===== config.mk =====
export PLATFORM = sky130hd
export DESIGN_NAME = ts_mpeg4_start_code_scanner_top
export DESIGN_NICKNAME = d
export VERILOG_FILES = /design/src/sv/tsm_pkg.sv /design/src/sv/ts_mpeg4_start_code_scanner_top.sv /design/src/sv/tsm_detect.sv
export SDC_FILE = /design/constraint.sdc
export NUM_CORES = 1
export LEC_CHECK = 0
export BUFFER_PORTS_ARGS = -buffer_cell sky130_fd_sc_hd__buf_2
export CAP_MARGIN = 25
export CORE_ASPECT_RATIO = 0.9
export CORE_MARGIN = 1
export CORE_UTILIZATION = 60
export DETAILED_ROUTE_END_ITERATION = 16
export GPL_TIMING_DRIVEN = 0
export PLACE_DENSITY = 0.93
export SETUP_SLACK_MARGIN = 0.15
export SYNTH_ARGS = -nofsm -noshare
export SYNTH_HDL_FRONTEND = slang
export SYNTH_SLANG_ARGS = --single-unit

===== constraint.sdc =====
create_clock -name clk -period 3.25 [get_ports clk]
set_input_delay 0.1625 -clock clk [delete_from_list [all_inputs] [get_ports clk]]
set_output_delay 0.1625 -clock clk [all_outputs]
set_load 0.02 [all_outputs]

===== src/sv/tsm_pkg.sv =====
// Package: beat types and constants for the MPEG-4 start code scanner.
package tsm_pkg;

  localparam logic [7:0] PKT_LEN         = 8'd188;
  localparam logic [7:0] ELIG_OFFSET     = 8'd4;
  localparam logic [7:0] UNIT_OFFSET     = 8'd1;
  localparam logic [7:0] CODE_SEQ        = 8'hB0;
  localparam logic [7:0] CODE_VOL        = 8'h20;
  localparam logic [7:0] CODE_VOL_MASK   = 8'hF0;
  localparam logic [7:0] CODE_GOV        = 8'hB3;
  localparam logic [7:0] CODE_VOP        = 8'hB6;
  localparam logic [7:0] UNIT_START_MASK = 8'h40;
  localparam logic [7:0] NO_TYPE         = 8'hFF;

  localparam int unsigned FLAG_SEQ = 3;
  localparam int unsigned FLAG_VOL = 2;
  localparam int unsigned FLAG_GOV = 1;
  localparam int unsigned FLAG_VOP = 0;

  typedef struct packed {
    logic [7:0] data_byte;
    logic       last_byte;
  } in_t;

  typedef struct packed {
    logic [7:0] vop_type;
    logic [3:0] header_flags;
  } out_t;

endpackage


===== src/sv/ts_mpeg4_start_code_scanner_top.sv =====
// Top level of the transport stream MPEG-4 start code scanner.
// One byte per beat, one beat per cycle unless stalled: a byte is registered on
// input and folded into the scan state from there; a buffer's result is
// registered as its last byte is folded in. The input stalls only when a last
// byte sits in the input register and the previous result has not been taken.
module ts_mpeg4_start_code_scanner_top (
  input  logic          clk,
  input  logic          rst,
  input  logic          in_valid,
  output logic          in_stall,
  input  tsm_pkg::in_t  in_data,
  output logic          out_valid,
  input  logic          out_stall,
  output tsm_pkg::out_t out_data
);
  import tsm_pkg::*;

  logic            stage_valid;
  in_t             stage;
  logic            blocked;
  logic            advance;

  logic [3:0][7:0] byte_window;
  logic [3:0]      elig_window;
  logic [7:0]      packet_offset;
  logic            unit_start_bit;
  logic [3:0]      flags_accum;
  logic [7:0]      type_found;
  logic            type_pending;

  logic [3:0][7:0] byte_window_next;
  logic [3:0]      elig_window_next;
  logic            unit_start_next;
  logic            elig;
  logic [7:0]      type_next;
  logic [3:0]      hit;
  logic [3:0]      flags_next;

  assign blocked  = stage_valid && stage.last_byte && out_valid && out_stall;
  assign in_stall = blocked;
  assign advance  = stage_valid && !blocked;

  always_ff @(posedge clk) begin
    if (rst) begin
      stage_valid <= 1'b0;
    end else if (!blocked) begin
      stage_valid <= in_valid;
    end
    if (!blocked && in_valid) begin
      stage <= in_data;
    end
  end

  always_comb begin
    type_next       = type_pending ? {6'd0, stage.data_byte[7:6]} : type_found;
    unit_start_next = (packet_offset == UNIT_OFFSET)
                      ? ((stage.data_byte & UNIT_START_MASK) != 8'h00) : unit_start_bit;
    elig            = (packet_offset >= ELIG_OFFSET) && unit_start_next;
    byte_window_next = {stage.data_byte, byte_window[3], byte_window[2], byte_window[1]};
    elig_window_next = {elig, elig_window[3], elig_window[2], elig_window[1]};
  end

  tsm_detect u_detect (
    .window (byte_window_next),
    .elig   (elig_window_next[0]),
    .hit    (hit)
  );

  assign flags_next = flags_accum | hit;

  always_ff @(posedge clk) begin
    if (rst) begin
      byte_window    <= '0;
      elig_window    <= '0;
      packet_offset  <= '0;
      unit_start_bit <= 1'b0;
      flags_accum    <= '0;
      type_found     <= NO_TYPE;
      type_pending   <= 1'b0;
    end else if (advance) begin
      if (stage.last_byte) begin
        byte_window    <= '0;
        elig_window    <= '0;
        packet_offset  <= '0;
        unit_start_bit <= 1'b0;
        flags_accum    <= '0;
        type_found     <= NO_TYPE;
        type_pending   <= 1'b0;
      end else begin
        byte_window    <= byte_window_next;
        elig_window    <= elig_window_next;
        packet_offset  <= (packet_offset == PKT_LEN - 8'd1) ? 8'd0 : packet_offset + 8'd1;
        unit_start_bit <= unit_start_next;
        flags_accum    <= flags_next;
        type_found     <= type_next;
        type_pending   <= hit[FLAG_VOP];
      end
    end
  end

  always_ff @(posedge clk) begin
    if (rst) begin
      out_valid <= 1'b0;
    end else if (advance && stage.last_byte) begin
      out_valid <= 1'b1;
    end else if (!out_stall) begin
      out_valid <= 1'b0;
    end
    if (advance && stage.last_byte) begin
      out_data.vop_type     <= type_next;
      out_data.header_flags <= flags_next;
    end
  end

`ifndef NO_ASSERTIONS
  a_offset_range: assert property (@(posedge clk) disable iff (rst)
    packet_offset < PKT_LEN)
    else $error("packet offset out of range");

  a_last_gives_result: assert property (@(posedge clk) disable iff (rst)
    advance && stage.last_byte |=> out_valid)
    else $error("no result after last byte");

  a_buffer_end_clears: assert property (@(posedge clk) disable iff (rst)
    advance && stage.last_byte |=> flags_accum == 4'd0 && type_found == NO_TYPE
      && packet_offset == 8'd0 && !type_pending)
    else $error("scan state not cleared at buffer end");

  a_type_needs_vop: assert property (@(posedge clk) disable iff (rst)
    out_valid && out_data.vop_type != NO_TYPE |-> out_data.header_flags[FLAG_VOP])
    else $error("frame type without VOP flag");

  a_type_range: assert property (@(posedge clk) disable iff (rst)
    type_found != NO_TYPE |-> type_found[7:2] == 6'd0)
    else $error("frame type out of range");
`endif

endmodule


===== src/sv/tsm_detect.sv =====
// Start code compare over the four-byte window.
module tsm_detect (
  input  logic [3:0][7:0] window,
  input  logic            elig,
  output logic [3:0]      hit
);
  import tsm_pkg::*;

  logic prefix;

  assign prefix = elig && (window[0] == 8'h00) && (window[1] == 8'h00)
                  && (window[2] == 8'h01);

  always_comb begin
    hit           = '0;
    hit[FLAG_SEQ] = prefix && (window[3] == CODE_SEQ);
    hit[FLAG_VOL] = prefix && ((window[3] & CODE_VOL_MASK) == CODE_VOL);
    hit[FLAG_GOV] = prefix && (window[3] == CODE_GOV);
    hit[FLAG_VOP] = prefix && (window[3] == CODE_VOP);
  end

endmodule

# [Word-level counts from Yosys, hierarchy flattened]
# Cells that the tools add are included.
[word_totals] latch_bits=0 ramBits=0 ff_bits=73 wordCells=55 romBits=0 memories=0
[op_classes] n_reduce_logical=17 magnitude_cmp=1 multipliers=0 mux=12 n_bitwise=1 n_div=0 shift=0 eq_ne=8 n_addsub=1
[ops] operator="$eq A8 B8 Y1 const B" n=4
[ops] operator="$mux W32" n=1
[ops] operator="$mux W8" n=4
[ops] operator="$eq A8 B1 Y1 const B" n=2
[ops] operator="$logic_not A8 Y1" n=2
[ops] operator="$logic_and A1 B1 Y1" n=14
[ops] operator="$add A8 B1 Y8 const B" n=1
[ops] operator="$ge A8 B3 Y1 const B" n=1
[ops] operator="$mux W4" n=2
[ops] operator="$mux W1" n=5
[ops] operator="$eq A4 B2 Y1 const B" n=1
[ops] operator="$or A4 B4 Y4" n=1
[ops] operator="$ne A2 B1 Y1 const B" n=1
[ops] operator="$logic_not A1 Y1" n=1

# [Longest topological paths before layout]
# Gate-level depths: netlist (run 1).
[depth] word_depth=7 ltp_mapped=5 depth_no_buf=5

# [Cells and area by module]
# Synthesis (run 1) repeated with hierarchy kept, for this count alone.
[hier_totals] cells_unflattened=293 hier_area_um2=2924.1
[modules_own_cells] mod="ts_mpeg4_start_code_scanner_top" seq_area_each_um2=1651.6 area_per_inst_um2=2780.2 n_inst=1 cells_per_inst=274
[modules_own_cells] mod="tsm_detect" seq_area_each_um2=0.0 area_per_inst_um2=143.9 n_inst=1 cells_per_inst=19

# [Least setup slack after synthesis (run 1)]
# No wires, ideal clock.
[synth_path] kind="reg-to-reg" start="register stage[0] in the netlist's numbering" end="register flags_accum[2]" synth_period_minus_slack_ps=1771 required_ps=3123 setup_time_ps=127 arrival_time_ps=1644 stages_incl_launch_ff=6 setup_slack_ps=1479 path_buffers=1 cell_sequence="edfxtp_1 > nand2_1 > a21oi_1 > or2_2 > clkbuf_1 > a21oi_1"
[synth_via] elab_chain_cells=5
[synth_lines] item="from (decl)" line_no="ts_mpeg4_start_code_scanner_top.sv:19" source="in_t stage;"
[synth_lines] item="from (signal assigned)" line_no="ts_mpeg4_start_code_scanner_top.sv:50" source="stage <= in_data;"
[synth_lines] item="$logic_and A1 B1 Y1 (3 in series)" line_no="ts_mpeg4_start_code_scanner_top.sv:39" source="assign blocked = stage_valid && stage.last_byte && out_valid && out_stall;"
[synth_lines] item="$logic_not A1 Y1" line_no="ts_mpeg4_start_code_scanner_top.sv:41" source="assign advance = stage_valid && !blocked;"
[synth_lines] item="$logic_and A1 B1 Y1" line_no="ts_mpeg4_start_code_scanner_top.sv:41"
[synth_lines] item="to (signal assigned)" line_no="ts_mpeg4_start_code_scanner_top.sv:94" source="flags_accum <= flags_next;"
[synth_lines] item="to (decl)" line_no="ts_mpeg4_start_code_scanner_top.sv:27" source="logic [3:0] flags_accum;"
# Several ways; a longest one is shown, not always the timed one.
# A chain may end at the register's enable or synchronous reset.

# [Worst setup path in the final report (run 1)]
[layout_path] start="register stage (netlist bit byte_window_next[30])" end="register flags_accum[2]"
[layout_via] elab_chain_cells=4
[layout_lines] item="$eq A4 B2 Y1" line_no="tsm_detect.sv:17" source="hit[FLAG_VOL] = prefix && ((window[3] & CODE_VOL_MASK) == CODE_VOL);"
[layout_lines] item="$logic_and A1 B1 Y1" line_no="tsm_detect.sv:17"
[layout_lines] item="$or A4 B4 Y4" line_no="ts_mpeg4_start_code_scanner_top.sv:69" source="assign flags_next = flags_accum | hit;"
[layout_lines] item="$mux W4" line_no="ts_mpeg4_start_code_scanner_top.sv:81" source="if (stage.last_byte) begin"
# Every way passes these cells.

==> results by group, run 1 <==
Synthesis
  – Yosys reg bits: 72
  – Post-synth net total: 299
  – Largest family of logic cells by synthesized area: simple AND/OR/NAND/NOR gates
  – Post-Synthesis Cells: between 200 and 300
  – Yosys warns: 0
  – Post-Syn Area per Cell: approximately 10 sq um
  – Asr flop ratio synth: 0%
  – Simple-Gate Fraction of Synth Area: 24.9%
  – Yosys cell types: 36
  – Mux cell area share after synthesis: less than 1%
  – Post-synth EDFFs: 21
  – Synth Flop Type: dfxtp_1
  – Post-Syn Area: 2860 sq um
  – Adder-cell share of the synthesized area: 1.31%
  – Register area share after synthesis: around 58%
  – Synth Area in Compound Gates: about a tenth
  – Post-Synth XOR/XNOR Area: roughly 2.1%

STA
  – RSZ-0062 raised after global routing: no
  – Setup violators final: 0
  – Final Hold Fails: 0
  – Setup ws final: 1.49 ns
  – Pins over their slew limit: 0
  – FMAX: between 500 and 600 MHz
  – Setup TNS: 0 ns
  – Period utilization: 54.0%
  – Skew final: between 0.01 and 0.015 ns
  – Worst slew pin tran: 0.854 ns
  – Fin crit period: ~1.8 ns
  – Relative slew margins: approximately 43%

Setup path
  – Critical path, cell by cell: nor4_2, nand4_1, or4_1, a21oi_1
  – Worst setup EP type: flop
  – Reg2Reg Setup Slack: approximately 1.5 ns
  – Worst reg2reg path depth: 4
  – Slowest-stage cell, CP: or4_1
  – Critical path peak fanout: 5
  – CP arrival: just over 2 ns
  – Worst path max stage delay: 0.57 ns
  – WS Path Type: reg -> reg
  – CP Launch Type: flop
  – Crit path required time: 3.53 ns

Floorplan
  – Core area: about 4500 sq um
  – Die Area: roughly 5100 sq um
  – # rows: 23
  – Starting Density: a little under two thirds
  – Die width: ~75 um
  – Die height: 67.5 um
  – Ports: 27

Worst hold path
  – Hold Path Class: in -> reg
  – Worst Hold Depth: 3

Routing
  – Drt total wl: about 6 mm
  – Drt wl/cell: 15.6 um
  – Vias per std cell: about 5.6
  – Iteration-0 DRC Markers: ~120
  – DR vias: ~2200
  – Drt drc: 0
  – ANT nets after route: 0
  – TritonRoute pass-1 iters: 4

Clock tree
  – Clk buf depth: 2
  – Post-CTS Resized: 0
  – Total CTS buffers: 9
  – TritonCTS clock tree: done
  – Clock transition at the registers of the reported paths: 0.07 ns
  – Setup bufs post-CTS: 0
  – Clk_lat worst skew: between 0.3 and 0.4 ns
  – CTS root buffer: clkbuf_8
  – CTS H-tree depth: 3
  – Clk sink count: ~70

Global routing
  – Vias in the first global route: 2093
  – Total GRT Usage: a little over a quarter
  – GRT overflow: 0
  – Largest net degree at the start of global routing: 13
  – First-pass GRT wire length: a little under 10 mm
  – Initial antenna violation count: 0

Cells and area
  – Most frequent cells in the layout: 51 x dfxtp_1, 35 x nand2_1, 30 x a21oi_1
  – Layout Nets: 345
  – Area Growth Syn to Fin: 16.9%
  – Final Cell Area: 3350 sq um
  – Most common cell after layout, fill and taps aside: dfxtp_1
  – Final design utilization: around three quarters
  – Ant diodes: 0
  – Share of layout cells above drive strength 1: 15.0%

Place
  – Detail Placement HPWL: 4.13 mm
  – Dpl ws: around 1.5 ns
  – Gp weighted congestion: roughly 0.85
  – Post-placement cell area: 3070 sq um
  – Port Buffers: 25

Power and ir drop
  – P per Cell Area: 514 nW/um^2
  – Leak: ~1.1 nW
  – Pwr Total: 1.72 mW
  – Peak supply drop: roughly 440 uV

Outcome
  – Status: finished, final reports clean

Flow run
  – Max Cap Viol: 0
logic make-up (layout without fill, tap and decap cells):
group / count (synthesis) / count (layout)
buf+inv: 21 / 72
fa+ha+maj: 3 / 3
compound gates: 50 / 50
xor+xnor: 7 / 7
flops: 72 / 72
simple gates: 128 / 128
mux: 2 / 2
through the flow:
| stage | hold WS (ns) | instances |
|---|---|---|
| after floorplan | 0.261 | 283 |
| after global placement | 0.340 | 370 |
| after detailed placement | 0.341 | 371 |
| after CTS | 0.0470 | 396 |
| after global routing | 0.0599 | 396 |
| final | 0.0586 | 396 |
worst paths after layout:
path                         from              to
max          byte_window_next[30]  flags_accum[2]
min                      in_valid     stage_valid
max reg2reg  byte_window_next[30]  flags_accum[2]
min reg2reg         type_found[7]   type_found[7]
synth_stat cells, types with 2 or more instances:
master	count	share of area [%]
a21o_1	7	1.8
a21oi_1	30	5.2
a22o_1	3	0.92
a22oi_1	2	0.52
and2_1	3	0.66
and3_1	5	1.1
buf_1	2	0.26
clkbuf_1	14	1.8
dfxtp_1	51	36
edfxtp_1	21	22
ha_1	3	1.3
inv_1	5	0.66
mux2_2	2	0.79
nand2_1	35	4.6
nand3_1	5	0.87
nand3b_1	26	6.8
nand4_1	6	1.3
nor2_1	20	2.6
nor2b_1	8	1.7
nor3_1	6	1.0
nor4_1	3	0.66
nor4_2	2	0.87
o21ai_0	2	0.35
or2_2	4	0.87
or4_1	2	0.52
xnor2_1	4	1.2
xor2_1	3	0.92
critical path, delay by kind of cell, from the launching register on:
family          cells  cell delay [ns]
simple gates        3             1.03
flops               1             0.50
compound gates      1             0.16
where the power goes:
| part | leakage, nW | total, mW | internal (mW) | switching [mW] |
|---|---|---|---|---|
| Clock | 0.0904 | 0.676 | 0.353 | 0.323 |
| Combinational | 0.466 | 0.0929 | 0.0360 | 0.0570 |
| Sequential | 0.585 | 0.951 | 0.937 | 0.0147 |
what timing repair did:
item                                    4_1_cts  5_1_grt
endpoints found under the hold margin         9        0
hold buffers                                  9        0
endpoints found under the setup margin        0        0
registers in the layout (all words and copies together) (netlist names), 3 cells and up:
register and cells:
elig_window 3, flags_accum 4, packet_offset 8, byte_window 24, byte_window_next 8, out_data 12, type_found 8
routing by layer:
metal / GRT usage [%] / routed length, um / share of wire, % / vias up
li1: - / - / - / 1097
met1: 32.6 / 2570 / 42 / 1064
met2: 45.6 / 3150 / 51 / 70
met3: 9.40 / 369 / 6.0 / 5
met4: 11.1 / 84 / 1.4 / 0
met5: 0 / 0 / 0 / -
final cells by class:
| class | instances | area (sq um) |
|---|---|---|
| Buffer | 16 | 60.1 |
| Clock buffer | 12 | 135 |
| Clock inverter | 4 | 47.5 |
| Fill cell | 319 | 1170 |
| Inverter | 5 | 18.8 |
| Multi-Input combinational cell | 190 | 1130 |
| Sequential cell | 72 | 1650 |
| Tap cell | 62 | 77.6 |
| Timing Repair Buffer | 35 | 223 |
No activity file was read; power rests on OpenSTA's default activity.
==> run 2, diff against run 1 <==
--- a/config.mk
+++ b/config.mk
@@ -9,10 +9,10 @@
 export CAP_MARGIN = 25
 export CORE_ASPECT_RATIO = 0.9
 export CORE_MARGIN = 1
-export CORE_UTILIZATION = 60
+export CORE_UTILIZATION = 58
 export DETAILED_ROUTE_END_ITERATION = 16
 export GPL_TIMING_DRIVEN = 0
-export PLACE_DENSITY = 0.93
+export PLACE_DENSITY = 0.9
 export SETUP_SLACK_MARGIN = 0.15
 export SYNTH_ARGS = -nofsm -noshare
 export SYNTH_HDL_FRONTEND = slang
==> constraint.sdc (replaced) <==
create_clock -name clk -period 1.8 [get_ports clk]
set_input_delay 0.09 -clock clk [delete_from_list [all_inputs] [get_ports clk]]
set_output_delay 0.09 -clock clk [all_outputs]
set_load 0.02 [all_outputs]
==> results by group, run 2 (synthesis gave the netlist of run 1 again) <==
Cells and area
  – Layout Nets: 349 (+1.2%)
  – Regs by FF count: byte_window x24, out_data x12
  – Fillers: 292 (-8.5%)
  – Most frequent cells in the layout: 50 x dfxtp_1, 33 x nand2_1, 29 x a21oi_1
  – Ant diodes: 0 (unchanged)
  – Non-filler instance count after layout: 400 (+1.0%)
  – Area Growth Syn to Fin: 22.5%
  – Largest register FFs: 24 (unchanged)
  – Most common cell after layout, fill and taps aside: dfxtp_1
  – Area of the multi-input gates: 1190 sq um (+5.2%)
  – Share of layout cells above drive strength 1: 21.6% (+6.6 points)
  – Largest Register: byte_window
  – Reg area: 1650 sq um (about the same)
  – Final design utilization: 76.2% (+2.1 points)

Floorplan
  – Ports: 27 (unchanged)
  – Core area: 4600 sq um (+1.9%)
  – Starting Density: 62.2% (-1.2 points)
  – Die height: 68.7 um (+1.7%)
  – Die Area: 5220 sq um (+3.4%)
  – Die width: 76.1 um (+1.7%)
  – # rows: 23 (unchanged)

Setup path
  – Critical path peak fanout: 5 (unchanged)
  – Crit path required time: 2.07 ns (-1.46 ns)
  – CP Launch Type: flop
  – CP arrival: 2.00 ns (-0.03 ns)
  – Slowest-stage cell, CP: or4_4
  – R2r startpoint: byte_window[26]
  – Reg-to-Reg End: type_pending
  – Reg2Reg Setup Slack: 0.07 ns (-1.42 ns)
  – Worst setup EP type: flop
  – Worst path max stage delay: 0.59 ns (+0.02 ns)
  – Critical path, cell by cell: nor4_4, nand4_1, or4_4, a21oi_1
  – WS Path Type: reg -> reg
  – Worst reg2reg path depth: 4 (unchanged)

Place
  – Port Buffers: 25 (unchanged)
  – Cells after DPL: 370 (-0.27%)
  – Gp weighted congestion: 0.853 (-0.21%)
  – Detail Placement HPWL: 4.11 mm (-0.48%)
  – Dpl ws: -0.0114 ns (-1.53 ns)

STA
  – Skew final: 0.00941 ns (-0.00272 ns)
  – Relative slew margins: 65.9% (+23 points)
  – Setup ws final: 0.0689 ns (-1.42 ns)
  – Worst slew pin tran: 0.512 ns (-0.342 ns)
  – RSZ-0062 raised after global routing: yes
  – Period utilization: 96.2% (+42 points)
  – FMAX: 578 MHz (+1.5%)
  – Pins over their slew limit: 0 (unchanged)
  – Fin crit period: 1.73 ns (-0.0254 ns)
  – Final Hold Fails: 0 (unchanged)
  – Setup violators final: 0 (unchanged)
  – WHS: 0.0870 ns (+0.0285 ns)

Clock tree
  – Clk buf depth: 2 (unchanged)
  – Clock transition at the registers of the reported paths: 0.08 ns (about the same)
  – Total CTS buffers: 9 (unchanged)
  – Clk_lat worst skew: 0.35 ns (about the same)
  – Clk sink count: 72 (unchanged)
  – TritonCTS clock tree: done
  – CTS H-tree depth: 3 (unchanged)
  – CTS root buffer: clkbuf_8

Power and ir drop
  – P per Cell Area: 978 nW/um^2 (+90%)
  – Peak supply drop: 593 uV (+35%)
  – Leak: 1.22 nW (+7.2%)

Routing
  – Iteration-0 DRC Markers: 192 (+57%)
  – DR vias: 2353 (+5.2%)
  – Drt total wl: 6.79 mm (+10%)
  – Vias per std cell: 5.88 (+4.2%)
  – TritonRoute pass-1 iters: 7 (+3)
  – Drt wl/cell: 17.0 um (+9.0%)
  – Drt drc: 0 (unchanged)
  – ANT nets after route: 0 (unchanged)

Flow run
  – Max Cap Viol: 0 (unchanged)

Worst hold path
  – Worst Hold Depth: 3 (unchanged)
  – Hold wc startpoint: out_stall
  – Hold Path Sink: out_valid
  – Hold Path Class: in -> reg

Global routing
  – Initial antenna violation count: 0 (unchanged)
  – Total GRT Usage: 27.0% (-0.47 points)
  – Vias in the first global route: 2241 (+7.1%)
  – GRT overflow: 0 (unchanged)
  – Largest net degree at the start of global routing: 14 (+1)
  – First-pass GRT wire length: 10.4 mm (+4.5%)

Outcome
  – Status: finished, final reports clean
==> run 2: cell types whose count changed in the layout (fill, tap and decap cells not counted), moves of 2 or more <==
cell,before,now
buf_4,1,4
bufinv_16,1,3
clkbuf_1,17,9
clkbuf_2,0,6
clkinv_4,0,2
nand2_1,35,33
nand2_2,0,2
nor2b_1,8,6
==> run 2: per-stage QoR <==
stage / TNS, ns / area [sq um] / power (mW)
floorplan: 0 / 2870 / 1.85
global placement: 0 / 3070 / 1.89
detailed placement: -0.111 / 3070 / 1.90
CTS: 0 / 3460 / 3.43
global route: 0 / 3510 / 3.53
finish: 0 / 3510 / 3.43
==> run 2: layout make-up <==
class | instances | share of cell area (%)
well taps | 62 | 2.21
inverters | 5 | 0.535
flip-flops and latches | 72 | 47.1
multi-input cells | 190 | 34.0
clock inverters | 7 | 3.42
clock buffers | 9 | 3.53
repair buffers | 39 | 7.28
plain buffers | 16 | 1.93
==> run 2: critical path, delay by kind of cell, from the launching register on <==
kind	cells	cell delay, ns
AO/OA/AOI/OAI	1	0.19
AND/OR/NAND/NOR	3	1.11
flip-flops	1	0.35
==> run 2: how the worst max path moves through the flow <==
| stage | startpoint | slack [ns] | to |
|---|---|---|---|
| global route | byte_window[26] | 0.02 | type_pending |
| detailed placement | stage[0] | -0.01 | byte_window_next[29] |
| CTS | byte_window[26] | 0.11 | type_pending |
| finish | byte_window[26] | 0.07 | type_pending |
| global placement | stage[0] | 0.06 | byte_window_next[29] |
| floorplan | stage[0] | 0.28 | byte_window_next[24] |
==> run 2: what timing repair did <==
action / 4_1_cts / 5_1_grt
endpoints found under the setup margin: 26 / 57
resized for setup: 5 / 19
setup buffers: 4 / 0
endpoints found under the hold margin: 10 / 0
pin swaps: 2 / 2
hold buffers: 10 / 0
==> run 2: routing by layer <==
layer / up-vias / GRT usage, % / part of all wire [%]
met5: - / 0 / 0
met4: 0 / 11.5 / 2.1
met3: 16 / 9.21 / 6.6
met2: 102 / 50.7 / 52
met1: 1134 / 28.5 / 39
li1: 1101 / - / -
==> run 2: power breakdown <==
group          internal, mW  leakage (nW)  switching, mW
sequential             1.69         0.585         0.0286
combinational        0.0753         0.519          0.109
clock                 0.922         0.119          0.604
